--- config.mk ---
export PLATFORM = sky130hd
export DESIGN_NAME = stereo_gain_linear_slew_top
export DESIGN_NICKNAME = d
export VERILOG_FILES = /design/src/hw/rtl/sgls_pkg.sv /design/src/hw/rtl/stereo_gain_linear_slew_top.sv /design/src/hw/rtl/sgls_div.sv /design/src/hw/rtl/sgls_ctrl.sv /design/src/hw/rtl/sgls_dp.sv
export VERILOG_INCLUDE_DIRS = /design/src /design/src/hw/rtl
export SDC_FILE = /design/constraint.sdc
export NUM_CORES = 2
export LEC_CHECK = 0
export BUFFER_PORTS_ARGS = -buffer_cell sky130_fd_sc_hd__buf_2
export CAP_MARGIN = 20
export CORE_UTILIZATION = 50
export CTS_CLUSTER_SIZE = 14
export DETAILED_ROUTE_END_ITERATION = 8
export HOLD_SLACK_MARGIN = 0.15
export PLACE_DENSITY = 0.66
export SLEW_MARGIN = 40
export SYNTH_ARGS = -nofsm -noshare
export SYNTH_HDL_FRONTEND = slang
export SYNTH_HIERARCHICAL = 1
export SYNTH_SLANG_ARGS = --single-unit
--- constraint.sdc ---
create_clock -name clk -period 14.5 [get_ports clk]
set_clock_uncertainty 0.1 [all_clocks]
set_input_delay 0.725 -clock clk [delete_from_list [all_inputs] [get_ports clk]]
set_output_delay 0.725 -clock clk [all_outputs]
set_load 0.02 [all_outputs]
--- src/hw/rtl/assert_macros.svh ---
// assertion macros shared by the stereo gain slew rtl
// expects signals named clk and rst_n in the module that uses them
`ifndef ASSERT_MACROS_SVH
`define ASSERT_MACROS_SVH
`ifndef SYNTHESIS
// same-cycle implication, checked out of reset
`define SGLS_ASSERT(lbl, ante, cons, msg) \
  lbl: assert property (@(posedge clk) disable iff (!rst_n) (ante) |-> (cons)) else $error(msg);
// next-cycle implication, checked out of reset
`define SGLS_ASSERT_NEXT(lbl, ante, cons, msg) \
  lbl: assert property (@(posedge clk) disable iff (!rst_n) (ante) |=> (cons)) else $error(msg);
`else
`define SGLS_ASSERT(lbl, ante, cons, msg)
`define SGLS_ASSERT_NEXT(lbl, ante, cons, msg)
`endif
`endif

--- src/hw/rtl/sgls_pkg.sv ---
// shared widths, constants, item types and control structs
// for the stereo gain slew block; no dependencies
package sgls_pkg;

  localparam int SAMPLE_W   = 24;
  localparam int GAIN_W     = 17;
  localparam int GAIN_FRAC  = 16;
  localparam int ACC_EXTRA  = 16;
  localparam int ACC_W      = GAIN_W + ACC_EXTRA;
  localparam int STEP_W     = ACC_W + 1;
  localparam int COUNT_W    = 20;
  localparam int BLOCKS_W   = 8;
  localparam int FRAMES_W   = 13;
  localparam int CFG_IDX_W  = 2;
  localparam int CFG_DATA_W = 20;
  localparam int DIV_CNT_W  = $clog2(ACC_W + 1);

  localparam logic [GAIN_W-1:0]  GAIN_ONE  = GAIN_W'(1) << GAIN_FRAC;
  localparam logic [ACC_W-1:0]   ACC_ONE   = ACC_W'(1) << (GAIN_FRAC + ACC_EXTRA);
  localparam logic [COUNT_W-1:0] COUNT_MAX = {COUNT_W{1'b1}};

  // configuration register indexes
  localparam logic [CFG_IDX_W-1:0] CFG_SLEW_MODE    = CFG_IDX_W'(0);
  localparam logic [CFG_IDX_W-1:0] CFG_SLEW_BLOCKS  = CFG_IDX_W'(1);
  localparam logic [CFG_IDX_W-1:0] CFG_BLOCK_FRAMES = CFG_IDX_W'(2);
  localparam logic [CFG_IDX_W-1:0] CFG_RAMP_LENGTH  = CFG_IDX_W'(3);

  typedef struct packed {
    logic                       first_of_block;
    logic [GAIN_W-1:0]          target_gain;
    logic signed [SAMPLE_W-1:0] left_in;
    logic signed [SAMPLE_W-1:0] right_in;
    logic                       right_present;
  } in_item_t;

  typedef struct packed {
    logic signed [SAMPLE_W-1:0] left_out;
    logic signed [SAMPLE_W-1:0] right_out;
  } out_item_t;

  // controller to datapath
  typedef struct packed {
    logic load_in;
    logic eval;
    logic div_start;
    logic take_step;
    logic step;
    logic mul;
    logic out_load;
  } cmd_t;

  // datapath to controller
  typedef struct packed {
    logic pending;
    logic div_done;
  } sts_t;

endpackage

--- src/hw/rtl/stereo_gain_linear_slew_top.sv ---
// stereo gain with linear slew: one stereo item in, one scaled item out
// sequence: accept, evaluate, step, multiply, output register; a new ramp adds the bit-serial step divide
// a new item is accepted only once the previous result is loaded into the output register
// reset: rst_n synchronous active low; gain 1.0, no ramp, config at documented defaults
// depends on sgls_pkg, sgls_ctrl, sgls_dp (with sgls_div)
module stereo_gain_linear_slew_top (
  input  logic                               clk,
  input  logic                               rst_n,
  // input item channel
  input  logic                               in_valid,
  output logic                               in_stall,
  input  sgls_pkg::in_item_t                 in_item,
  // result item channel
  output logic                               out_valid,
  input  logic                               out_stall,
  output sgls_pkg::out_item_t                out_item,
  // configuration write port
  input  logic                               cfg_wr_en,
  input  logic [sgls_pkg::CFG_IDX_W-1:0]     cfg_index,
  input  logic [sgls_pkg::CFG_DATA_W-1:0]    cfg_data
);

  // command and status between sequencer and datapath
  sgls_pkg::cmd_t cmd;
  sgls_pkg::sts_t sts;

  // sequencer: idle -> evaluate block start -> (divide) -> step gain -> multiply -> output
  // the output register holds a result while the next item is already accepted
  sgls_ctrl u_ctrl (
    .clk       (clk),
    .rst_n     (rst_n),
    .in_valid  (in_valid),
    .in_stall  (in_stall),
    .out_valid (out_valid),
    .out_stall (out_stall),
    .cmd_o     (cmd),
    .sts_i     (sts)
  );

  // datapath: ramp state, step divider, two 24x18 multipliers, round and saturate
  sgls_dp u_dp (
    .clk        (clk),
    .rst_n      (rst_n),
    .cmd_i      (cmd),
    .sts_o      (sts),
    .in_item_i  (in_item),
    .out_item_o (out_item),
    .cfg_wr_en  (cfg_wr_en),
    .cfg_index  (cfg_index),
    .cfg_data   (cfg_data)
  );

endmodule

--- src/hw/rtl/sgls_div.sv ---
// restoring divider for the ramp step, one quotient bit per cycle
// signed dividend, unsigned nonzero divisor, truncates toward zero; uses sgls_pkg
module sgls_div (
  input  logic                                clk,
  input  logic                                rst_n,
  input  logic                                start_i,
  input  logic [sgls_pkg::STEP_W-1:0]         dividend_i,
  input  logic [sgls_pkg::COUNT_W-1:0]        divisor_i,
  output logic                                done_o,
  output logic [sgls_pkg::STEP_W-1:0]         quotient_o
);

  logic                            busy_r, busy_nxt;
  logic                            done_r, done_nxt;
  logic [sgls_pkg::DIV_CNT_W-1:0]  cnt_r, cnt_nxt;
  logic                            neg_r;
  logic [sgls_pkg::ACC_W-1:0]      quo_r;
  logic [sgls_pkg::COUNT_W-1:0]    rem_r;

  logic [sgls_pkg::STEP_W-1:0]     dvd_abs;
  logic [sgls_pkg::COUNT_W:0]      rem_sh;
  logic [sgls_pkg::COUNT_W:0]      trial;
  logic                            ge;
  logic [sgls_pkg::STEP_W-1:0]     q_ext;

  assign dvd_abs = dividend_i[sgls_pkg::STEP_W-1] ? (sgls_pkg::STEP_W'(0) - dividend_i)
                                                  : dividend_i;
  assign rem_sh  = {rem_r, quo_r[sgls_pkg::ACC_W-1]};
  assign trial   = rem_sh - {1'b0, divisor_i};
  assign ge      = rem_sh >= {1'b0, divisor_i};

  always_comb begin
    busy_nxt = busy_r;
    cnt_nxt  = cnt_r;
    done_nxt = 1'b0;
    if (start_i) begin
      busy_nxt = 1'b1;
      cnt_nxt  = sgls_pkg::DIV_CNT_W'(sgls_pkg::ACC_W);
    end else if (busy_r) begin
      cnt_nxt = cnt_r - sgls_pkg::DIV_CNT_W'(1);
      if (cnt_r == sgls_pkg::DIV_CNT_W'(1)) begin
        busy_nxt = 1'b0;
        done_nxt = 1'b1;
      end
    end
  end

  always_ff @(posedge clk) begin
    if (!rst_n) begin
      busy_r <= 1'b0;
      done_r <= 1'b0;
      cnt_r  <= '0;
    end else begin
      busy_r <= busy_nxt;
      done_r <= done_nxt;
      cnt_r  <= cnt_nxt;
    end
  end

  always_ff @(posedge clk) begin
    if (start_i) begin
      neg_r <= dividend_i[sgls_pkg::STEP_W-1];
      quo_r <= dvd_abs[sgls_pkg::ACC_W-1:0];
      rem_r <= '0;
    end else if (busy_r) begin
      quo_r <= {quo_r[sgls_pkg::ACC_W-2:0], ge};
      rem_r <= ge ? trial[sgls_pkg::COUNT_W-1:0] : rem_sh[sgls_pkg::COUNT_W-1:0];
    end
  end

  assign q_ext      = {1'b0, quo_r};
  assign quotient_o = neg_r ? (sgls_pkg::STEP_W'(0) - q_ext) : q_ext;
  assign done_o     = done_r;

endmodule

--- src/hw/rtl/sgls_ctrl.sv ---
// sequencing state machine for the stereo gain slew block
// drives datapath commands and both handshakes; uses sgls_pkg and assert_macros.svh
`include "assert_macros.svh"

module sgls_ctrl (
  input  logic             clk,
  input  logic             rst_n,
  input  logic             in_valid,
  output logic             in_stall,
  output logic             out_valid,
  input  logic             out_stall,
  output sgls_pkg::cmd_t   cmd_o,
  input  sgls_pkg::sts_t   sts_i
);

  localparam logic [2:0] S_IDLE  = 3'd0;
  localparam logic [2:0] S_EVAL  = 3'd1;
  localparam logic [2:0] S_DLOAD = 3'd2;
  localparam logic [2:0] S_DWAIT = 3'd3;
  localparam logic [2:0] S_STEP  = 3'd4;
  localparam logic [2:0] S_MUL   = 3'd5;
  localparam logic [2:0] S_OUT   = 3'd6;

  logic [2:0] state_r, state_nxt;
  logic       out_valid_r, out_valid_nxt;

  always_comb begin
    state_nxt = state_r;
    cmd_o     = '0;
    case (state_r)
      S_IDLE: begin
        if (in_valid) begin
          cmd_o.load_in = 1'b1;
          state_nxt     = S_EVAL;
        end
      end
      S_EVAL: begin
        cmd_o.eval = 1'b1;
        state_nxt  = sts_i.pending ? S_DLOAD : S_STEP;
      end
      S_DLOAD: begin
        cmd_o.div_start = 1'b1;
        state_nxt       = S_DWAIT;
      end
      S_DWAIT: begin
        if (sts_i.div_done) begin
          cmd_o.take_step = 1'b1;
          state_nxt       = S_STEP;
        end
      end
      S_STEP: begin
        cmd_o.step = 1'b1;
        state_nxt  = S_MUL;
      end
      S_MUL: begin
        cmd_o.mul = 1'b1;
        state_nxt = S_OUT;
      end
      S_OUT: begin
        if (!out_valid_r || !out_stall) begin
          cmd_o.out_load = 1'b1;
          state_nxt      = S_IDLE;
        end
      end
      default: begin
        state_nxt = S_IDLE;
      end
    endcase
  end

  assign out_valid_nxt = cmd_o.out_load | (out_valid_r & out_stall);

  always_ff @(posedge clk) begin
    if (!rst_n) begin
      state_r     <= S_IDLE;
      out_valid_r <= 1'b0;
    end else begin
      state_r     <= state_nxt;
      out_valid_r <= out_valid_nxt;
    end
  end

  assign in_stall  = (state_r != S_IDLE);
  assign out_valid = out_valid_r;

  `SGLS_ASSERT(a_no_overwrite, out_valid_r && out_stall, !cmd_o.out_load, "held item overwritten")
  `SGLS_ASSERT_NEXT(a_accept_eval, in_valid && !in_stall, state_r == S_EVAL, "accept not evaluated")
  `SGLS_ASSERT(a_done_in_wait, sts_i.div_done, state_r == S_DWAIT, "divider done outside wait")

endmodule

--- src/hw/rtl/sgls_dp.sv ---
// datapath: config registers, gain ramp state, step divider, multipliers, rounding
// uses sgls_pkg, sgls_div and assert_macros.svh
`include "assert_macros.svh"

module sgls_dp (
  input  logic                               clk,
  input  logic                               rst_n,
  input  sgls_pkg::cmd_t                     cmd_i,
  output sgls_pkg::sts_t                     sts_o,
  input  sgls_pkg::in_item_t                 in_item_i,
  output sgls_pkg::out_item_t                out_item_o,
  input  logic                               cfg_wr_en,
  input  logic [sgls_pkg::CFG_IDX_W-1:0]     cfg_index,
  input  logic [sgls_pkg::CFG_DATA_W-1:0]    cfg_data
);

  localparam int LEN_W  = sgls_pkg::BLOCKS_W + sgls_pkg::FRAMES_W;
  localparam int SUM_W  = sgls_pkg::STEP_W + 1;
  localparam int PROD_W = sgls_pkg::SAMPLE_W + sgls_pkg::GAIN_W + 1;
  localparam int RES_W  = PROD_W - sgls_pkg::GAIN_FRAC;
  localparam logic signed [PROD_W-1:0] RND_HALF = PROD_W'(1) << (sgls_pkg::GAIN_FRAC - 1);
  localparam logic signed [RES_W-1:0]  RES_MAX  = RES_W'((2 ** (sgls_pkg::SAMPLE_W - 1)) - 1);
  localparam logic signed [RES_W-1:0]  RES_MIN  = RES_W'(-(2 ** (sgls_pkg::SAMPLE_W - 1)));

  // round half up, then saturate to the sample range
  function automatic logic [sgls_pkg::SAMPLE_W-1:0] round_sat(
    input logic signed [PROD_W-1:0] p
  );
    logic signed [PROD_W-1:0] biased;
    logic signed [RES_W-1:0]  r;
    biased = p + RND_HALF;
    r      = RES_W'(biased >>> sgls_pkg::GAIN_FRAC);
    if (r > RES_MAX) begin
      return RES_MAX[sgls_pkg::SAMPLE_W-1:0];
    end else if (r < RES_MIN) begin
      return RES_MIN[sgls_pkg::SAMPLE_W-1:0];
    end
    return r[sgls_pkg::SAMPLE_W-1:0];
  endfunction

  // configuration
  logic                              slew_mode_r;
  logic [sgls_pkg::BLOCKS_W-1:0]     slew_blocks_r;
  logic [sgls_pkg::FRAMES_W-1:0]     block_frames_r;
  logic [sgls_pkg::COUNT_W-1:0]      ramp_length_r;

  // accepted item
  logic                              first_r;
  logic [sgls_pkg::GAIN_W-1:0]       tgt_in_r;
  logic signed [sgls_pkg::SAMPLE_W-1:0] left_r;
  logic signed [sgls_pkg::SAMPLE_W-1:0] right_r;

  // ramp state
  logic [sgls_pkg::ACC_W-1:0]        gain_now_r, gain_now_nxt;
  logic [sgls_pkg::GAIN_W-1:0]       target_r, target_nxt;
  logic [sgls_pkg::STEP_W-1:0]       step_r, step_nxt;
  logic [sgls_pkg::COUNT_W-1:0]      count_r, count_nxt;
  logic [sgls_pkg::COUNT_W-1:0]      total_r, total_nxt;
  logic                              running_r, running_nxt;
  logic [sgls_pkg::STEP_W-1:0]       diff_r;

  logic signed [PROD_W-1:0]          prod_l_r, prod_r_r;
  sgls_pkg::out_item_t               out_item_r;

  logic [sgls_pkg::GAIN_W-1:0]       tsat;
  logic [sgls_pkg::ACC_W-1:0]        t_acc;
  logic [sgls_pkg::ACC_W-1:0]        tgt_acc;
  logic                              changed, eq, pending;
  logic [sgls_pkg::BLOCKS_W-1:0]     blocks_eff;
  logic [LEN_W-1:0]                  blk_len, raw_len;
  logic [sgls_pkg::COUNT_W-1:0]      ramp_len;
  logic [sgls_pkg::STEP_W-1:0]       diff_nxt;
  logic [SUM_W-1:0]                  gain_sum;
  logic [sgls_pkg::ACC_W-1:0]        gain_clamp;
  logic                              last;
  logic [sgls_pkg::STEP_W-1:0]       div_quo;
  logic                              div_done;
  logic [sgls_pkg::GAIN_W-1:0]       gain_mul;

  always_ff @(posedge clk) begin
    if (!rst_n) begin
      slew_mode_r    <= 1'b0;
      slew_blocks_r  <= sgls_pkg::BLOCKS_W'(1);
      block_frames_r <= sgls_pkg::FRAMES_W'(256);
      ramp_length_r  <= sgls_pkg::COUNT_W'(1);
    end else if (cfg_wr_en) begin
      case (cfg_index)
        sgls_pkg::CFG_SLEW_MODE:    slew_mode_r    <= cfg_data[0];
        sgls_pkg::CFG_SLEW_BLOCKS:  slew_blocks_r  <= cfg_data[sgls_pkg::BLOCKS_W-1:0];
        sgls_pkg::CFG_BLOCK_FRAMES: block_frames_r <= cfg_data[sgls_pkg::FRAMES_W-1:0];
        sgls_pkg::CFG_RAMP_LENGTH:  ramp_length_r  <= cfg_data[sgls_pkg::COUNT_W-1:0];
        default: ;
      endcase
    end
  end

  always_ff @(posedge clk) begin
    if (cmd_i.load_in) begin
      first_r  <= in_item_i.first_of_block;
      tgt_in_r <= in_item_i.target_gain;
      left_r   <= in_item_i.left_in;
      right_r  <= in_item_i.right_present ? in_item_i.right_in : in_item_i.left_in;
    end
  end

  // block start evaluation
  assign tsat    = (tgt_in_r > sgls_pkg::GAIN_ONE) ? sgls_pkg::GAIN_ONE : tgt_in_r;
  assign t_acc   = {tsat, {sgls_pkg::ACC_EXTRA{1'b0}}};
  assign tgt_acc = {target_r, {sgls_pkg::ACC_EXTRA{1'b0}}};
  assign changed = (tsat != target_r);
  assign eq      = (gain_now_r == t_acc);
  assign pending = first_r & changed & ~eq;

  assign blocks_eff = (slew_blocks_r == '0) ? sgls_pkg::BLOCKS_W'(1) : slew_blocks_r;
  assign blk_len    = LEN_W'(blocks_eff) * LEN_W'(block_frames_r);
  assign raw_len    = slew_mode_r ? LEN_W'(ramp_length_r) : blk_len;
  assign ramp_len   = (raw_len == '0) ? sgls_pkg::COUNT_W'(1) :
                      (raw_len > LEN_W'(sgls_pkg::COUNT_MAX)) ? sgls_pkg::COUNT_MAX :
                      raw_len[sgls_pkg::COUNT_W-1:0];
  assign diff_nxt   = {1'b0, t_acc} - {1'b0, gain_now_r};

  // one ramp step, clamped to [0, 1.0]
  assign gain_sum = {2'b00, gain_now_r} + {step_r[sgls_pkg::STEP_W-1], step_r};
  always_comb begin
    if (gain_sum[SUM_W-1]) begin
      gain_clamp = '0;
    end else if (gain_sum > {2'b00, sgls_pkg::ACC_ONE}) begin
      gain_clamp = sgls_pkg::ACC_ONE;
    end else begin
      gain_clamp = gain_sum[sgls_pkg::ACC_W-1:0];
    end
  end
  assign last = ((sgls_pkg::COUNT_W + 1)'(count_r) + (sgls_pkg::COUNT_W + 1)'(1))
                >= (sgls_pkg::COUNT_W + 1)'(total_r);

  always_comb begin
    gain_now_nxt = gain_now_r;
    target_nxt   = target_r;
    step_nxt     = step_r;
    count_nxt    = count_r;
    total_nxt    = total_r;
    running_nxt  = running_r;
    if (cmd_i.eval && first_r) begin
      target_nxt  = tsat;
      running_nxt = ~eq;
      if (changed) begin
        count_nxt = '0;
        total_nxt = pending ? ramp_len : '0;
      end
    end
    if (cmd_i.take_step) begin
      step_nxt = div_quo;
    end
    if (cmd_i.step && running_r) begin
      if (last) begin
        gain_now_nxt = tgt_acc;
        count_nxt    = total_r;
        running_nxt  = 1'b0;
        step_nxt     = '0;
      end else begin
        gain_now_nxt = gain_clamp;
        count_nxt    = count_r + sgls_pkg::COUNT_W'(1);
      end
    end
  end

  always_ff @(posedge clk) begin
    if (!rst_n) begin
      gain_now_r <= sgls_pkg::ACC_ONE;
      target_r   <= sgls_pkg::GAIN_ONE;
      step_r     <= '0;
      count_r    <= '0;
      total_r    <= '0;
      running_r  <= 1'b0;
    end else begin
      gain_now_r <= gain_now_nxt;
      target_r   <= target_nxt;
      step_r     <= step_nxt;
      count_r    <= count_nxt;
      total_r    <= total_nxt;
      running_r  <= running_nxt;
    end
  end

  always_ff @(posedge clk) begin
    if (cmd_i.eval) begin
      diff_r <= diff_nxt;
    end
  end

  sgls_div u_div (
    .clk        (clk),
    .rst_n      (rst_n),
    .start_i    (cmd_i.div_start),
    .dividend_i (diff_r),
    .divisor_i  (total_r),
    .done_o     (div_done),
    .quotient_o (div_quo)
  );

  // gain truncated to Q16 for the multiply
  assign gain_mul = gain_now_r[sgls_pkg::ACC_W-1:sgls_pkg::ACC_EXTRA];

  always_ff @(posedge clk) begin
    if (cmd_i.mul) begin
      prod_l_r <= $signed(left_r) * $signed({1'b0, gain_mul});
      prod_r_r <= $signed(right_r) * $signed({1'b0, gain_mul});
    end
  end

  always_ff @(posedge clk) begin
    if (cmd_i.out_load) begin
      out_item_r.left_out  <= round_sat(prod_l_r);
      out_item_r.right_out <= round_sat(prod_r_r);
    end
  end

  assign out_item_o     = out_item_r;
  assign sts_o.pending  = pending;
  assign sts_o.div_done = div_done;

  `SGLS_ASSERT(a_idle_at_target, !running_r, gain_now_r == tgt_acc, "idle gain off target")
  `SGLS_ASSERT(a_count_in_ramp, running_r, count_r < total_r, "ramp count past length")
  `SGLS_ASSERT_NEXT(a_gain_bounded, cmd_i.step, gain_now_r <= sgls_pkg::ACC_ONE, "gain above unity")

endmodule
==> impl_results.html <==
<table>
<tr><th>Metric</th><th>Value</th></tr>
<tr><th colspan="2">Run status</th></tr>
<tr><td>Run status</td><td>finished, final reports clean</td></tr>
<tr><th colspan="2">Critical path</th></tr>
<tr><td>Data required time at the worst endpoint</td><td>~15 ns</td></tr>
<tr><td>CP arrival</td><td>roughly 8 ns</td></tr>
<tr><td>Largest fanout on the critical path</td><td>39</td></tr>
<tr><td>Setup CP Type</td><td>register to register</td></tr>
<tr><td>Startpoint class of the critical path</td><td>register</td></tr>
<tr><td>Element type at the critical path end</td><td>register</td></tr>
<tr><th colspan="2">Yosys</th></tr>
<tr><td>Post-Syn Nets</td><td>between 7,000 and 8,000</td></tr>
<tr><td>Count of state elements after synthesis</td><td>about 440</td></tr>
<tr><td>Synth Instances</td><td>~5,900</td></tr>
<tr><td>Mapped Avg Cell Area</td><td>9.25 sq um</td></tr>
<tr><td>Register area share after synthesis</td><td>between 20% and 30%</td></tr>
<tr><td>Post-synthesis instance area</td><td>54,800 sq um</td></tr>
<tr><td>Ys flop type</td><td>edfxtp_1</td></tr>
<tr><td>Number of distinct library cells after synthesis</td><td>between 90 and 100</td></tr>
<tr><td>Number of synthesized flops with an enable pin</td><td>236</td></tr>
<tr><td>Yosys Warn Count</td><td>6</td></tr>
<tr><td>Share of flip-flops with an asynchronous set or reset after synthesis</td><td>0%</td></tr>
<tr><th colspan="2">Placement</th></tr>
<tr><td>HPWL Detailed</td><td>roughly 110 mm</td></tr>
<tr><td>Number of buffers added on ports</td><td>about 140</td></tr>
<tr><td>Routability cong.</td><td>roughly 0.90</td></tr>
<tr><th colspan="2">GRT</th></tr>
<tr><td>Maximum number of pins on one net before global-route repair</td><td>80</td></tr>
<tr><td>All-Layer GR Usage</td><td>26.1%</td></tr>
<tr><td>Vias in the first global route</td><td>~43,000</td></tr>
<tr><td>Antenna violations before repair</td><td>0</td></tr>
<tr><td>Leftover overflow at the end of global routing</td><td>0</td></tr>
<tr><td>First-pass GRT wire length</td><td>231 mm</td></tr>
<tr><th colspan="2">Layout</th></tr>
<tr><td>P&amp;R area growth vs syn</td><td>7.49%</td></tr>
<tr><td>Utilization of the core after routing</td><td>54.2%</td></tr>
<tr><td>Count of nets after finishing</td><td>slightly above 7,000</td></tr>
<tr><td>Proportion of layout cells with a drive suffix above 1</td><td>6.19%</td></tr>
<tr><th colspan="2">Floorplanning</th></tr>
<tr><td>Die Ht</td><td>333 um</td></tr>
<tr><td>Placeable Area</td><td>roughly 110,000 sq um</td></tr>
<tr><td>Top-Level Pins</td><td>~140</td></tr>
<tr><td>Horiz. Die Dim</td><td>333 um</td></tr>
<tr><td>Rows</td><td>121</td></tr>
<tr><td>Starting density of the core</td><td>around half</td></tr>
<tr><td>Area enclosed by the die boundary</td><td>about 110,000 sq um</td></tr>
<tr><th colspan="2">CTS</th></tr>
<tr><td>Number of buffers created by CTS</td><td>53</td></tr>
<tr><td>Clk slew on worst S/H paths</td><td>0.06 ns</td></tr>
<tr><td>Number of buffers on the longest clock path</td><td>3</td></tr>
<tr><td>Skew-Pair Late Insertion Delay</td><td>0.67 ns</td></tr>
<tr><td>H-tree lvl count</td><td>2</td></tr>
<tr><td>Clock tree from TritonCTS</td><td>built</td></tr>
<tr><td>Number of clock sinks seen by CTS</td><td>435</td></tr>
<tr><td>Number of setup buffers added after CTS</td><td>0</td></tr>
<tr><td>Master cell of the clock root buffer</td><td>clkbuf_16</td></tr>
<tr><th colspan="2">STA</th></tr>
<tr><td>Final count of negative-setup-slack endpoints</td><td>0</td></tr>
<tr><td>Max transition margin</td><td>slightly below 40%</td></tr>
<tr><td>Final hold vios</td><td>0</td></tr>
<tr><td>Crit share post-route</td><td>roughly 53%</td></tr>
<tr><td>Hold_ws</td><td>roughly 0.19 ns</td></tr>
<tr><td>Unrepaired setup endpoints after global routing</td><td>false</td></tr>
<tr><td>Pin slew with the least headroom to its limit</td><td>a little over 0.9 ns</td></tr>
<tr><td>Number of max-slew violations in the final report</td><td>0</td></tr>
<tr><td>Maximum clock frequency</td><td>around 0.13 GHz</td></tr>
<tr><td>Fin crit period</td><td>just under 8 ns</td></tr>
<tr><td>Total negative setup slack</td><td>0 ns</td></tr>
<tr><th colspan="2">Run</th></tr>
<tr><td>Max-Cap Viols</td><td>0</td></tr>
<tr><th colspan="2">Route</th></tr>
<tr><td>Iteration-0 DRC Markers</td><td>2,775</td></tr>
<tr><td>Final wirelength</td><td>141 mm</td></tr>
<tr><td>Iteration count of the initial detailed-routing pass</td><td>6</td></tr>
<tr><td>Detail Route Antenna Nets</td><td>0</td></tr>
<tr><td>Remaining routing DRC violations</td><td>0</td></tr>
<tr><td>Average wire per standard cell</td><td>between 15 and 20 um</td></tr>
<tr><td>Vias after detailed routing</td><td>about 40,000</td></tr>
<tr><td>Vias per std cell</td><td>approximately 5.5</td></tr>
<tr><th colspan="2">Pwr</th></tr>
<tr><td>Max IR drop VDD</td><td>0.000140 V</td></tr>
<tr><td>Total power divided by cell area</td><td>~70 nW/um^2</td></tr>
<tr><td>Standby leakage power</td><td>between 20 and 30 nW</td></tr>
<tr><th colspan="2">Worst hold path</th></tr>
<tr><td>Class of the most critical hold timing path</td><td>input port to register</td></tr>
</table>
==> cells by family (layout without fill, tap and decap cells) <==
kind of cell,after synthesis,count (layout),synth area share [%]
AO/OA/AOI/OAI,742,742,8.78
XOR/XNOR,270,270,4.32
adder cells (fa/ha/maj),1203,1203,39.3
buffers and inverters,1294,1366,9.06
flip-flops,435,435,20.2
multiplexers,81,81,1.54
other,0,2,0
AND/OR/NAND/NOR,1897,1897,16.8
==> path summary, 6_finish.rpt <==
kind	cells after the start	startpoint	slack (ns)	endpoint
setup / recovery	22	u_dp/gain_now_r[19]	6.82	u_dp/prod_r_r[41]
hold / removal	1	in_item[44]	0.19	u_dp/left_r[19]
setup reg to reg	22	u_dp/gain_now_r[19]	6.82	u_dp/prod_r_r[41]
hold reg to reg	2	u_dp/ramp_length_r[19]	0.35	u_dp/ramp_length_r[19]
==> power breakdown <==
group | internal [mW] | switching (mW)
registers | 1.44 | 0.183
clock network | 0.822 | 0.582
logic | 0.467 | 0.755
==> worst max-delay path, cell delays in order (launching register included) <==
cell	delay, ns
dfxtp_2	0.48
buf_4	0.50
nand2_1	0.17
fa_1	0.57
inv_1	0.06
fa_1	0.54
inv_1	0.07
fa_1	0.48
fa_1	0.52
fa_1	0.54
inv_1	0.05
fa_1	0.47
ha_1	0.35
a2111oi_0	0.45
o21ai_0	0.25
a221o_1	0.37
o21a_1	0.22
o21ai_0	0.19
a21oi_1	0.14
a211o_1	0.32
o31a_1	0.27
a21oi_1	0.19
xnor2_1	0.08
==> cells in the final DEF (no fill, tap or decap), drive strengths merged, types with 38 or more instances in the layout <==
cell type  synthesis  final
clkbuf           233     63
nor2             245    245
mux2i             54     54
and3              42     42
xor2             115    115
xnor2            155    155
inv             1036   1039
buf               24    195
fa               866    866
nand4             43     43
a21o              38     38
nand3             90     90
a22o              49     49
nor2b             46     46
ha               337    337
and2             416    416
a21oi            219    219
nor3              61     61
dfxtp            199    199
o21ai            174    174
edfxtp           236    236
nand2            819    819
==> metal layers <==
layer,GRT usage (%),share of wire (%),vias up
met1,34.9,43,20600
met2,44.4,48,1207
li1,-,-,18800
met4,7.93,3.2,0
met5,0,0,-
met3,2.90,5.6,240
==> registers in the layout, indices dropped and copies added (netlist names), 20 cells and up <==
signal and count:
u_dp/out_item_o 48, u_dp/diff_r 34, u_dp/step_r 34, u_dp/gain_now_r 33
u_dp/u_div/quo_r 33, u_dp/prod_l_r 27, u_dp/prod_r_r 27, u_dp/left_r 24
u_dp/right_r 24, u_dp/count_r 20, u_dp/ramp_length_r 20, u_dp/total_r 20
u_dp/u_div/rem_r 20
==> timing repair <==
action	4_1_cts	5_1_grt
resized for setup	0	0
endpoints found under the hold margin	37	0
hold buffers	37	0
==> Yosys cell counts, drive strengths merged, types with 27 or more instances <==
cell / instances / area share [%]
a22o: 49 / 0.78
and3: 42 / 0.48
dfxtp: 199 / 7.3
fa: 866 / 32
mux2i: 54 / 0.99
nand4: 43 / 0.49
clkbuf: 233 / 1.6
xnor2: 155 / 2.5
o31ai: 33 / 0.51
inv: 1036 / 7.1
nor2: 245 / 1.7
nand2b: 28 / 0.32
nand3: 90 / 0.82
ha: 337 / 7.7
a21o: 38 / 0.52
edfxtp: 236 / 13
xor2: 115 / 1.8
and2: 416 / 4.8
o21ai: 174 / 1.6
o21a: 36 / 0.49
nand2: 819 / 5.6
a21oi: 219 / 2.0
nor3: 61 / 0.56
mux2: 27 / 0.55
nor2b: 46 / 0.53
==> cell type report <==
cell class	instances	area (sq um)
clock inverter	35	425
inverter	1036	3890
sequential	435	11100
antenna	2	5.00
tap	1414	1770
clock buffer	63	1370
fill	9807	49800
multi-input combinational	4193	38800
timing repair buffer	232	1510
==> through the flow <==
stage | total power, mW | worst slack, ns | cells | instance area, sq um
4_1_cts | 4.26 | 6.75 | 7405 | 58800
3_3_place_gp | 2.81 | 6.56 | 7266 | 56600
6_report | 4.25 | 6.82 | 7410 | 58900
5_1_grt | 4.46 | 6.31 | 7408 | 58900
3_5_place_dp | 2.83 | 6.83 | 7270 | 56700
2_1_floorplan | 2.49 | 7.78 | 5922 | 54800
Note: power is estimated with default switching activity, not from simulation.
